## src/sv/udwm_pkg.sv

```systemverilog
// Shared types, constants and the wide-range lookup for the UTF-8 display width meter.
`default_nettype none

package udwm_pkg;

  localparam int WIDTH_BITS_DEFAULT = 16;
  localparam int LINE_WIDTH_BITS    = 16;
  localparam int TAB_BITS           = 4;
  localparam int CP_BITS            = 21;
  localparam int INC_BITS           = 5;

  localparam logic [TAB_BITS-1:0] TAB_WIDTH_RESET = 4'd4;

  localparam logic [7:0] TAB_BYTE  = 8'h09;
  localparam logic [1:0] CONT_TAG  = 2'h2;
  localparam logic [2:0] LEAD2_TAG = 3'h6;
  localparam logic [3:0] LEAD3_TAG = 4'hE;
  localparam logic [4:0] LEAD4_TAG = 5'h1E;

  typedef logic [CP_BITS-1:0] cp_t;

  typedef struct packed {
    logic [7:0] byte_value;
    logic       carries_byte;
    logic       end_of_line;
  } item_t;

  // Open multi-byte sequence.
  typedef struct packed {
    logic [1:0] expected;
    logic [1:0] taken;
    cp_t        partial;
  } seq_t;

  localparam int WIDE_RANGE_COUNT = 12;

  localparam cp_t WIDE_LO [WIDE_RANGE_COUNT] = '{
    21'h01100, 21'h02E80, 21'h03041, 21'h03400, 21'h04E00, 21'h0A000,
    21'h0AC00, 21'h0F900, 21'h0FE30, 21'h0FF00, 21'h0FFE0, 21'h20000
  };

  localparam cp_t WIDE_HI [WIDE_RANGE_COUNT] = '{
    21'h0115F, 21'h0303E, 21'h033FF, 21'h04DBF, 21'h09FFF, 21'h0A4CF,
    21'h0D7A3, 21'h0FAFF, 21'h0FE4F, 21'h0FF60, 21'h0FFE6, 21'h3FFFD
  };

  function automatic logic is_wide(cp_t cp);
    logic hit;
    hit = 1'b0;
    for (int k = 0; k < WIDE_RANGE_COUNT; k++) begin
      if (cp >= WIDE_LO[k] && cp <= WIDE_HI[k]) hit = 1'b1;
    end
    return hit;
  endfunction

endpackage

`default_nettype wire

```

## src/sv/udwm_if.sv

```systemverilog
// Handshake channel interfaces: input bytes, line width results and tab width writes.
`default_nettype none

interface udwm_item_if;
  logic       valid;
  logic       ready;
  logic [7:0] byte_value;
  logic       carries_byte;
  logic       end_of_line;

  modport source (output valid, output byte_value, output carries_byte,
                  output end_of_line, input ready);
  modport sink   (input valid, input byte_value, input carries_byte,
                  input end_of_line, output ready);
endinterface

interface udwm_result_if;
  logic        valid;
  logic        ready;
  logic [15:0] line_width;

  modport source (output valid, output line_width, input ready);
  modport sink   (input valid, input line_width, output ready);
endinterface

interface udwm_cfg_if;
  logic       valid;
  logic       ready;
  logic [3:0] tab_width;

  modport source (output valid, output tab_width, input ready);
  modport sink   (input valid, input tab_width, output ready);
endinterface

`default_nettype wire

```

## src/sv/udwm_step.sv

```systemverilog
// One-byte decode step: next sequence state, running width and saturated line width.
`default_nettype none

module udwm_step
  import udwm_pkg::*;
#(
  parameter int WIDTH_BITS = WIDTH_BITS_DEFAULT
) (
  input  item_t                  item,
  input  seq_t                   seq,
  input  logic [WIDTH_BITS-1:0]  run,
  input  logic [TAB_BITS-1:0]    tab_width,
  output seq_t                   seq_next,
  output logic [WIDTH_BITS-1:0]  run_next,
  output logic [WIDTH_BITS-1:0]  width_sat
);

  seq_t                  nxt;
  logic [INC_BITS-1:0]   inc;
  logic [1:0]            taken_inc;
  cp_t                   shifted;
  logic [7:0]            b;
  logic [WIDTH_BITS:0]   sum;

  assign b         = item.byte_value;
  assign taken_inc = seq.taken + 2'd1;
  assign shifted   = {seq.partial[CP_BITS-7:0], b[5:0]};

  always_comb begin
    inc = '0;
    nxt = seq;
    if (item.carries_byte) begin
      if (seq.expected != 2'd0 && b[7:6] == CONT_TAG) begin
        nxt.partial = shifted;
        nxt.taken   = taken_inc;
        if (taken_inc >= seq.expected) begin
          inc = is_wide(shifted) ? INC_BITS'(2) : INC_BITS'(1);
          nxt = '0;
        end
      end else begin
        // broken sequence: lead and taken continuations count one each
        if (seq.expected != 2'd0) begin
          inc = INC_BITS'(1) + INC_BITS'(seq.taken);
          nxt = '0;
        end
        if (b == TAB_BYTE) begin
          inc = inc + INC_BITS'(tab_width);
        end else if (b[7:5] == LEAD2_TAG) begin
          nxt.expected = 2'd1;
          nxt.partial  = cp_t'(b[4:0]);
        end else if (b[7:4] == LEAD3_TAG) begin
          nxt.expected = 2'd2;
          nxt.partial  = cp_t'(b[3:0]);
        end else if (b[7:3] == LEAD4_TAG) begin
          nxt.expected = 2'd3;
          nxt.partial  = cp_t'(b[2:0]);
        end else begin
          inc = inc + INC_BITS'(1);
        end
      end
    end
    if (item.end_of_line && nxt.expected != 2'd0) begin
      inc = inc + INC_BITS'(1) + INC_BITS'(nxt.taken);
    end
  end

  assign sum       = {1'b0, run} + (WIDTH_BITS+1)'(inc);
  assign width_sat = sum[WIDTH_BITS] ? {WIDTH_BITS{1'b1}} : sum[WIDTH_BITS-1:0];

  // line close: return to a clean line
  assign seq_next = item.end_of_line ? seq_t'('0) : nxt;
  assign run_next = item.end_of_line ? '0 : width_sat;

endmodule

`default_nettype wire

```

## src/sv/utf8_display_width_meter_core.sv

```systemverilog
// Top level of the UTF-8 display width meter: input stage, line state and result register.
//
//  channel | dir | payload                                   | beat
//  item    | in  | byte_value, carries_byte, end_of_line     | one byte or line close
//  result  | out | line_width                                | one per end_of_line
//  cfg     | in  | tab_width                                 | one register write
//
// One item per cycle sustained unless a line close waits on a stalled result.
// A byte is registered on entry and decoded against the line state in the next
// cycle; a line width reaches the result register when its closing item advances.
// The decode, twelve range compares and one saturating add form the state loop.
// Reset clears the line state, both valid flags and sets tab_width to 4.
// A stalled result holds the stage with the closing item; other bytes keep flowing.
`default_nettype none

module utf8_display_width_meter_core
  import udwm_pkg::*;
#(
  parameter int WIDTH_BITS = WIDTH_BITS_DEFAULT
) (
  input  logic              clk,
  input  logic              rst,
  udwm_item_if.sink         item,
  udwm_result_if.source     result,
  udwm_cfg_if.sink          cfg
);

  logic [TAB_BITS-1:0]   tab_width;
  logic                  stage_valid;
  item_t                 stage;
  seq_t                  seq;
  logic [WIDTH_BITS-1:0] run;
  logic                  out_valid;
  logic [LINE_WIDTH_BITS-1:0] line_width;

  seq_t                  seq_next;
  logic [WIDTH_BITS-1:0] run_next;
  logic [WIDTH_BITS-1:0] width_sat;
  logic [WIDTH_BITS+LINE_WIDTH_BITS-1:0] width_ext;
  logic                  advance;
  logic                  load_result;

  assign advance     = stage_valid && (!stage.end_of_line || !out_valid || result.ready);
  assign load_result = advance && stage.end_of_line;
  assign item.ready  = !stage_valid || advance;
  assign cfg.ready   = 1'b1;

  assign width_ext = {{LINE_WIDTH_BITS{1'b0}}, width_sat};

  udwm_step #(
    .WIDTH_BITS(WIDTH_BITS)
  ) u_step (
    .item      (stage),
    .seq       (seq),
    .run       (run),
    .tab_width (tab_width),
    .seq_next  (seq_next),
    .run_next  (run_next),
    .width_sat (width_sat)
  );

  always_ff @(posedge clk) begin
    if (rst) begin
      tab_width <= TAB_WIDTH_RESET;
    end else if (cfg.valid) begin
      tab_width <= cfg.tab_width;
    end
  end

  always_ff @(posedge clk) begin
    if (rst) begin
      stage_valid <= 1'b0;
    end else if (item.ready) begin
      stage_valid <= item.valid;
    end
  end

  always_ff @(posedge clk) begin
    if (item.valid && item.ready) begin
      stage <= '{byte_value: item.byte_value, carries_byte: item.carries_byte,
                 end_of_line: item.end_of_line};
    end
  end

  always_ff @(posedge clk) begin
    if (rst) begin
      seq <= '0;
      run <= '0;
    end else if (advance) begin
      seq <= seq_next;
      run <= run_next;
    end
  end

  always_ff @(posedge clk) begin
    if (rst) begin
      out_valid <= 1'b0;
    end else if (load_result) begin
      out_valid <= 1'b1;
    end else if (result.ready) begin
      out_valid <= 1'b0;
    end
  end

  always_ff @(posedge clk) begin
    if (load_result) begin
      line_width <= width_ext[LINE_WIDTH_BITS-1:0];
    end
  end

  assign result.valid      = out_valid;
  assign result.line_width = line_width;

  // no open sequence leaves no stray bits behind
  a_idle_seq_clean: assert property (@(posedge clk) disable iff (rst)
    seq.expected == 2'd0 |-> seq.taken == 2'd0 && seq.partial == '0)
    else $error("sequence state not clean while idle");

  a_taken_below_expected: assert property (@(posedge clk) disable iff (rst)
    seq.expected != 2'd0 |-> seq.taken < seq.expected)
    else $error("continuation count reached expected without closing");

  a_close_clears_line: assert property (@(posedge clk) disable iff (rst)
    load_result |=> run == '0 && seq.expected == 2'd0 && out_valid)
    else $error("line close did not clear state or raise result");

  a_no_spurious_result: assert property (@(posedge clk) disable iff (rst)
    !out_valid && !load_result |=> !out_valid)
    else $error("result raised without a line close");

endmodule

`default_nettype wire
```

## src/flat_wrapper.sv

```systemverilog
// flat-port wrapper written by rule: the top's interface ports become plain ports
module utf8_display_width_meter_core_flat import udwm_pkg::*;
#(
  parameter int WIDTH_BITS = WIDTH_BITS_DEFAULT
)
  (clk, rst, item_valid, item_byte_value, item_carries_byte, item_end_of_line, item_ready, result_valid, result_line_width, result_ready, cfg_valid, cfg_tab_width, cfg_ready);
  udwm_item_if item_i ();
  udwm_result_if result_i ();
  udwm_cfg_if cfg_i ();
  input  logic clk;
  input  logic rst;
  input wire logic [$bits(item_i.valid)-1:0] item_valid;
  input wire logic [$bits(item_i.byte_value)-1:0] item_byte_value;
  input wire logic [$bits(item_i.carries_byte)-1:0] item_carries_byte;
  input wire logic [$bits(item_i.end_of_line)-1:0] item_end_of_line;
  output wire logic [$bits(item_i.ready)-1:0] item_ready;
  output wire logic [$bits(result_i.valid)-1:0] result_valid;
  output wire logic [$bits(result_i.line_width)-1:0] result_line_width;
  input wire logic [$bits(result_i.ready)-1:0] result_ready;
  input wire logic [$bits(cfg_i.valid)-1:0] cfg_valid;
  input wire logic [$bits(cfg_i.tab_width)-1:0] cfg_tab_width;
  output wire logic [$bits(cfg_i.ready)-1:0] cfg_ready;
  assign item_i.valid = item_valid;
  assign item_i.byte_value = item_byte_value;
  assign item_i.carries_byte = item_carries_byte;
  assign item_i.end_of_line = item_end_of_line;
  assign item_ready = item_i.ready;
  assign result_valid = result_i.valid;
  assign result_line_width = result_i.line_width;
  assign result_i.ready = result_ready;
  assign cfg_i.valid = cfg_valid;
  assign cfg_i.tab_width = cfg_tab_width;
  assign cfg_ready = cfg_i.ready;
  utf8_display_width_meter_core #(.WIDTH_BITS(WIDTH_BITS)) u_core (.clk(clk), .rst(rst), .item(item_i), .result(result_i), .cfg(cfg_i));
endmodule
```

## config.mk

```make
export PLATFORM = sky130hd
export DESIGN_NAME = utf8_display_width_meter_core_flat
export DESIGN_NICKNAME = d
export VERILOG_FILES = /design/src/sv/udwm_pkg.sv /design/src/sv/udwm_if.sv /design/src/sv/udwm_step.sv /design/src/sv/utf8_display_width_meter_core.sv /design/src/flat_wrapper.sv
export SDC_FILE = /design/constraint.sdc
export NUM_CORES = 1
export LEC_CHECK = 0
export ABC_AREA = 1
export BUFFER_PORTS_ARGS = -buffer_cell sky130_fd_sc_hd__buf_2
export CAP_MARGIN = 20
export CORE_MARGIN = 5
export CORE_UTILIZATION = 40
export CTS_CLUSTER_SIZE = 28
export DETAILED_ROUTE_END_ITERATION = 8
export HOLD_SLACK_MARGIN = 0.03
export PLACE_DENSITY = 0.66
export SYNTH_ARGS = -nofsm -noshare
export SYNTH_HDL_FRONTEND = slang
export SYNTH_SLANG_ARGS = --single-unit
```

## constraint.sdc

```tcl
create_clock -name clk -period 6 [get_ports clk]
set_clock_uncertainty 0.05 [all_clocks]
set_input_delay 0.9 -clock clk [delete_from_list [all_inputs] [get_ports clk]]
set_output_delay 0.9 -clock clk [all_outputs]
set_load 0.01 [all_outputs]
```

Word-level counts from Yosys, hierarchy flattened
Index checks and enable logic that the tools add are counted.
W data, S select, Z words.
- flip-flop bits (word level): 73
- logic and storage cells: 120
- input port bits: 19
- add/subtract/negate cells: 7
- magnitude comparators: 25
- reductions and logical operators: 28
- equality and inequality tests: 5
- mux-type cells: 44
- operators with widths (kind ; number):
    $le A21 B16 Y1 const B ; 7
    $ge A21 B16 Y1 const B ; 6
    $mux W25 ; 5
    $mux W21 ; 4
    $ge A21 B14 Y1 const B ; 3
    $mux W5 ; 9
    $le A21 B14 Y1 const B ; 2
    $mux W16 ; 2
    $ge A21 B13 Y1 const B ; 1
    $ge A21 B15 Y1 const B ; 1
    $ge A21 B18 Y1 const B ; 1
    $le A21 B13 Y1 const B ; 1
    $le A21 B15 Y1 const B ; 1
    $le A21 B18 Y1 const B ; 1
    $add A16 B5 Y17 ; 1
    $logic_and A1 B1 Y1 ; 17
    $mux W1 ; 17
    $mux W2 ; 6
    $add A5 B1 Y5 const B ; 2
    $eq A8 B4 Y1 const B ; 1
    $reduce_bool A2 Y1 ; 4
    $add A5 B2 Y5 ; 1
    $add A5 B4 Y5 ; 1
    $eq A5 B5 Y1 const B ; 1
    other kinds (10) ; 14

Logic depth before layout (Yosys ltp)
- word-level depth: 27
- mapped depth: 33
- gate-level depth less buffers: 32

Modules after synthesis
A second synthesis with hierarchy kept.
- cells, all modules: 874
- area total of the unflattened synthesis: 5601.6 µm²
- modules (own cells, without submodules) (module ; area each (µm²) ; cells an instance ; times used):
    utf8_display_width_meter_core ; 2881.5 ; 329 ; 1
    udwm_step ; 2720.1 ; 545 ; 1

Worst setup path before layout
No wires, ideal clock.
- kind: reg-to-reg
- start: register u_core.seq[21] (netlist name)
- end: register u_core.run[10]
- clock period less this slack: 3.944 ns
- data required time: 5.880 ns
- setup time: 0.070 ns
- arrival: 3.823 ns
- path buffers: 1
- path slack: 2.056 ns
- cell stages (with the launch flop): 23
- path through: dfxtp_1 > ha_1 > ha_1 > o21ai_0 > nand2_1 > nor2_4 > nor2_1 > inv_1 > a21oi_1 > nand2_1 > ha_1 > fa_1 > nand2_1 > nand2_1 > fa_1 > o21ai_2 > a21oi_1 > nor3_4 > nand4_2 > buf_2 > nand3_1 > nand2_1 > a21oi_1
- longest elaborated chain between the ends: 17
- elaborated cells on any way between the ends: 27
- classes of those cells: add/sub: 7; order compare: 1; mux: 17; reduce/logical: 2
- RTL lines (element ; line ; source):
    $add A1 B2 Y3 ; udwm_step.sv:43 ; inc = INC_BITS'(1) + INC_BITS'(seq.taken);
    $mux W3 ; udwm_step.sv:42 ; if (seq.expected != 2'd0) begin
    $mux W5 ; udwm_step.sv:33 ; if (seq.expected != 2'd0 && b[7:6] == CONT_TAG) begin
    $mux W5 ; udwm_step.sv:32 ; if (item.carries_byte) begin
    $add A5 B1 Y5 ; udwm_step.sv:58 ; inc = inc + INC_BITS'(1);
    $mux W5 ; udwm_step.sv:54 ; end else if (b[7:3] == LEAD4_TAG) begin
    $mux W5 ; udwm_step.sv:51 ; end else if (b[7:4] == LEAD3_TAG) begin
    $mux W5 ; udwm_step.sv:48 ; end else if (b[7:5] == LEAD2_TAG) begin
    [2 not listed] ; n/a ;
    $mux W5 ; udwm_step.sv:32 ;
    $add A5 B1 Y5 ; udwm_step.sv:63 ; inc = inc + INC_BITS'(1) + INC_BITS'(nxt.taken);
    $add A5 B2 Y5 ; udwm_step.sv:63 ;
    $mux W5 (*) ; udwm_step.sv:62 ; if (item.end_of_line && nxt.expected != 2'd0) begin
    $add A16 B5 Y17 (*) ; udwm_step.sv:67 ; assign sum = {1'b0, run} + (WIDTH_BITS+1)'(inc);
    $mux W16 (*) ; udwm_step.sv:68 ; assign width_sat = sum[WIDTH_BITS] ? {WIDTH_BITS{1'b1}} : sum[WIDTH_BITS-1:0];
    via u_core.u_step.width_sat[10] ; udwm_step.sv:15 ; output logic [WIDTH_BITS-1:0] width_sat
    $mux W16 (*) ; udwm_step.sv:72 ; assign run_next = item.end_of_line ? '0 : width_sat;
    end signal: assignment ; utf8_display_width_meter_core.sv:91 ; run <= run_next;
    end: declaration ; utf8_display_width_meter_core.sv:32 ; logic [WIDTH_BITS-1:0] run;
The timed path passes the listed nets; every way through them passes the cells marked *. The select of a mux whose other input is x is not followed.
A chain may end at the register's enable or synchronous reset.

Worst setup path after layout
- start: register u_core.seq[6] (netlist name)
- end: register u_core.run[6]
- longest elaborated chain between the ends: 27
- elaborated cells on any way between the ends: 61
- classes of those cells: add/sub: 3; order compare: 24; mux: 22; reduce/logical: 12
- RTL lines (element ; line ; source):
    $ge A21 B13 Y1 / $le A21 B13 Y1 (equally long branches) ; udwm_pkg.sv:51 ; if (cp >= WIDE_LO[k] && cp <= WIDE_HI[k]) hit = 1'b1;
    $logic_and A1 B1 Y1 ; udwm_pkg.sv:51 ;
    $mux W1 (11 in series) ; udwm_pkg.sv:51 ;
    $mux W1 (*) ; udwm_pkg.sv:51 ;
    $mux W1 (*) ; udwm_step.sv:36 ; if (taken_inc >= seq.expected) begin
    $mux W1 (*) ; udwm_step.sv:33 ;
    $mux W1 (*) ; udwm_step.sv:32 ;
    $mux W2 (*) ; udwm_step.sv:37 ; inc = is_wide(shifted) ? INC_BITS'(2) : INC_BITS'(1);
    [2 not listed] ; n/a ;
    $mux W5 (*) ; udwm_step.sv:32 ;
    $add A5 B1 Y5 ; udwm_step.sv:63 ;
    $add A5 B2 Y5 ; udwm_step.sv:63 ;
    $mux W5 (*) ; udwm_step.sv:62 ;
    $add A16 B5 Y17 (*) ; udwm_step.sv:67 ;
    $mux W16 (*) ; udwm_step.sv:68 ;
    via u_core.u_step.width_sat[6] ; udwm_step.sv:15 ;
    $mux W16 (*) ; udwm_step.sv:72 ;
Marks and branches as above.

==> metrics list <==
- Each instance of the synthesized netlist takes up on average 6.727 um2.
- Summed over all instances, the cell type with the most area after synthesis is sky130_fd_sc_hd__dfxtp_1.
- The first TritonRoute pass finished after 5 iterations.
- The synthesized design contains 67 register bits.
- For this design, the sink count on the clock tree is 67.
- The detailed router finished its first iteration with 343 violations.
- Summed over all nets, the switching power comes to 0.2408 mW.
- In the routed design, unresolved DRC markers number 0.
- Hold repair after CTS inserted 0 buffers.
- Count of distinct cell types in the synthesized netlist: 41
- Share of Yosys cell area claimed by the top area cell type: 0.1781
- Post-Synth Simple-Gate Area: 0.3942
* Slew @ Worst Pin: 816.0 ps
- Req. time, crit path: 6200 ps
- Final RePlAce weighted congestion: 0.9418
* Antenna violations before repair: 0
- Peak clock frequency supported by timing: ~200 MHz
* Cell count after synthesis: 685
- The routed design could run at a clock period as short as just under 5000 ps.
* Via count: roughly 4500
* Global Route Usage Sum: 0.1796
- Vias per inst: between 5 and 6
- Setup Fix Bufs, Post-CTS: 0
* Register clock-pin slew on the reported worst setup and hold paths: about 50 ps
* Sort of element at the end of the critical path: flip-flop
- Core Region: approximately 11000 um2
* DRT Wirelength: ~12000 um
- Number of placed instances, taps included: about 840
* TritonCTS clock tree: built
* Insertion delay of the later-clocked pin in the worst-skew pair: 330 ps
- Dividing the final minimum period by the clock period gives 0.8093.
- The share of total power dissipated in combinational logic is 0.063.
- Non-filler instance count after layout: between 800 and 900
- Final Power: 1.062 mW
- STA classifies the critical path startpoint as a flip-flop.
- Post-cts sizing count: 0
* Port Buf Inserts: 36
- IO Count: 38
- Number of cells traversed by the worst register-to-register path: 25
- Max-slew violation count: 0
* Number of buffers created by CTS: 9
- Source of the worst register-to-register timing path: u_core.seq[6]
* Post-Route Setup TNS: 0 ps
* Net count of the finished layout: 748
- Summed instance area of the synthesized netlist: 4608 um2
* # rows: 39
- The critical path is of the flip-flop to flip-flop type.
- Commonest cells after routing, fill and taps aside: sky130_fd_sc_hd__nand2_1, sky130_fd_sc_hd__inv_1, sky130_fd_sc_hd__nor2_1, sky130_fd_sc_hd__nand3_1, sky130_fd_sc_hd__a21oi_1
- Starting utilization of the core area: 0.4053
- The clock passes through at most 2 buffers.
- The count of nets left with antenna violations once routing finished came out at 0.
* Int Power: 0.8216 mW
* Main area contributors after synthesis: sky130_fd_sc_hd__dfxtp_1, sky130_fd_sc_hd__edfxtp_1, sky130_fd_sc_hd__nand2_1
- Synthesized Nets: 721
- Most common cell after layout, fill and taps aside: sky130_fd_sc_hd__nand2_1
- H-Tree Depth: 3
- Die height: between 100 and 150 um
* Dominant combinational cell family by area after synthesis: simple AND/OR/NAND/NOR gates
- Max-Slew Margin vs Limit: 0.4547
- The min-delay analysis places its worst path in the category flip-flop to flip-flop.
- Of the cells placed in the final design, the portion with a size suffix greater than 1 is 0.1213.
- Global-route wire length before repair: about 21000 um
* Antenna Cells: 0
- Dividing the detail-routed wire length by the instance count gives 14.27 um.
* Register-to-register setup slack: 1140 ps
- Share of total power consumed by net switching: 0.2267
- Setup violations, final: 0
* Share of synthesized cell area in full adder, half adder and majority cells: 0.05105
- Across the run, the number of max-cap violations was 0.
- The HPWL after detailed placement is 9512 um.
- Worst-case vdd ir drop: 174.1 uV
- Dividing total power by cell area gives a power density of 206.0 nW/um2.
- Endpoint of the worst register-to-register path: u_core.run[6]
- Of all flip-flops after synthesis, the portion carrying an async set or reset was 0.
- Count of yosys warnings during synthesis: 0
* Worst setup path endpoint: u_core.run[6]
- The critical path starts at u_core.seq[6].
- Portion of netlist area occupied by mux cells: 0
- The die covers around 14000 um2.
* Reg power frac: 0.462
- The tree is rooted in a sky130_fd_sc_hd__clkbuf_16.
- Critical path peak fanout: 13
* Outcome: finished, final reports clean
* Via count of the first global-routing pass: 4519
- Util after Layout: 0.4536
* Pleak: 2.303 nW
* Share of the synthesized area in compound gates (AO/OA/AOI/OAI): 0.1026
* Layout Area Growth over Synthesis: 11.92%
- Grt total ovfl: 0
* Xor/xnor share of the synthesized area: 0.009503
- Entering global routing, the biggest net connects 38 pins.
- Of the total power, the clock network draws 0.475.
* Final Hold Violating Endpoints: 0
* Setup repair after global routing missed its margin: false
- For this run, the leading register cell type out of synthesis is sky130_fd_sc_hd__dfxtp_1.
- In this run the horizontal extent of the chip is 117.3 um.
- Yosys mapped a number of flops with a built-in enable equal to 26.
- Data on the critical path arrives at its endpoint at 5060 ps.
* Share of the yosys chip area belonging to registers: 0.3475
## kinds of logic after synthesis
| kind of cell | Yosys count |
|---|---|
| AOI/OAI and AO/OA | 89 |
| xor gates and xnor gates | 5 |
| adders and majority gates | 17 |
| buffers and inverters | 109 |
| DFF | 67 |
| other | 1 |
| and+or+nand+nor | 397 |
## power by group through the flow
stage / combinational (mW) / sequential, mW / clock [mW]
finish: 0.0668 / 0.491 / 0.505
global route: 0.0766 / 0.492 / 0.532
detailed placement: 0.0665 / 0.500 / 0
CTS: 0.0670 / 0.491 / 0.512
global placement: 0.0651 / 0.500 / 0
floorplan: 0.0463 / 0.497 / 0
## critical path: stages, from the launching register on
cell and delay, ps:
sky130_fd_sc_hd__dfxtp_1 600, sky130_fd_sc_hd__inv_1 210, sky130_fd_sc_hd__nor2_1 170, sky130_fd_sc_hd__nand2_1 80, sky130_fd_sc_hd__nor2_1 190, sky130_fd_sc_hd__nand2_1 70
sky130_fd_sc_hd__nand3_1 80, sky130_fd_sc_hd__nand2_1 50, sky130_fd_sc_hd__nand2_1 50, sky130_fd_sc_hd__nand2_1 50, sky130_fd_sc_hd__nor2_1 80, sky130_fd_sc_hd__nand3_1 130
sky130_fd_sc_hd__o21ai_0 250, sky130_fd_sc_hd__nand2_1 80, sky130_fd_sc_hd__ha_1 220, sky130_fd_sc_hd__fa_1 450, sky130_fd_sc_hd__nand2_1 80, sky130_fd_sc_hd__nand2_1 70
sky130_fd_sc_hd__fa_1 440, sky130_fd_sc_hd__o21ai_2 180, sky130_fd_sc_hd__a21oi_1 140, sky130_fd_sc_hd__nor3_4 210, sky130_fd_sc_hd__nand4_2 370, sky130_fd_sc_hd__nand3b_1 250
sky130_fd_sc_hd__nand2_1 70, sky130_fd_sc_hd__a21oi_1 140
## state kept, by name (all words and copies together) (netlist names)
register / cells
u_core.tab_width: 4
u_core.result.line_width: 16
u_core.seq: 19
u_core.stage: 10
u_core.stage_valid: 1
u_core.result.valid: 1
u_core.run: 16
## synthesized netlist by cell type, drive strengths merged, types with 3 or more instances
cell type,number
fa,3
nor2,86
o211ai,3
a21oi,52
o21ai,26
nor3,23
edfxtp,26
inv,86
buf,11
dfxtp,41
o22ai,5
xor2,4
nand2,201
nand4,16
nand3,60
ha,14
or2,6
clkbuf,10
nand3b,3
## how the worst min path moves through the flow
stage	from	endpoint	slack, ps	cells past startpoint
finish	u_core.run[0]	u_core.run[0]	430	2
global route	u_core.run[0]	u_core.run[0]	440	2
CTS	u_core.run[0]	u_core.run[0]	430	2
detailed placement	u_core.tab_width[2]	u_core.tab_width[2]	420	2
global placement	u_core.run[0]	u_core.run[0]	410	2
floorplan	u_core.tab_width[2]	u_core.tab_width[2]	390	2
## area by class of cell
class	count	area, um2
multi-input cells	509	2572
flip-flops and latches	67	1602
well taps	143	178.9
clock inverters	5	53.80
repair buffers	37	187.7
fillers	1190	6212
clock buffers	11	232.7
inverters	88	330.3
## metal layers
layer / routed length [um] / GRT usage / vias up
li1: - / - / 2290
met1: 5267 / 0.2122 / 2082
met2: 5954 / 0.3105 / 103
met3: 566 / 0.02599 / 31
met4: 484 / 0.09935 / 0
met5: 0 / 0 / -
## stage by stage
stage	cell area [um2]	hold WS [ps]	setup slack, ps
after global routing	5157	436.9	664.5
after CTS	5157	425.2	1170
after floorplan	4608	385.4	2056
final	5157	426.1	1144
after detailed placement	4871	418.7	1189
after global placement	4871	411.3	1276
Note: power is estimated with default switching activity, not from simulation.
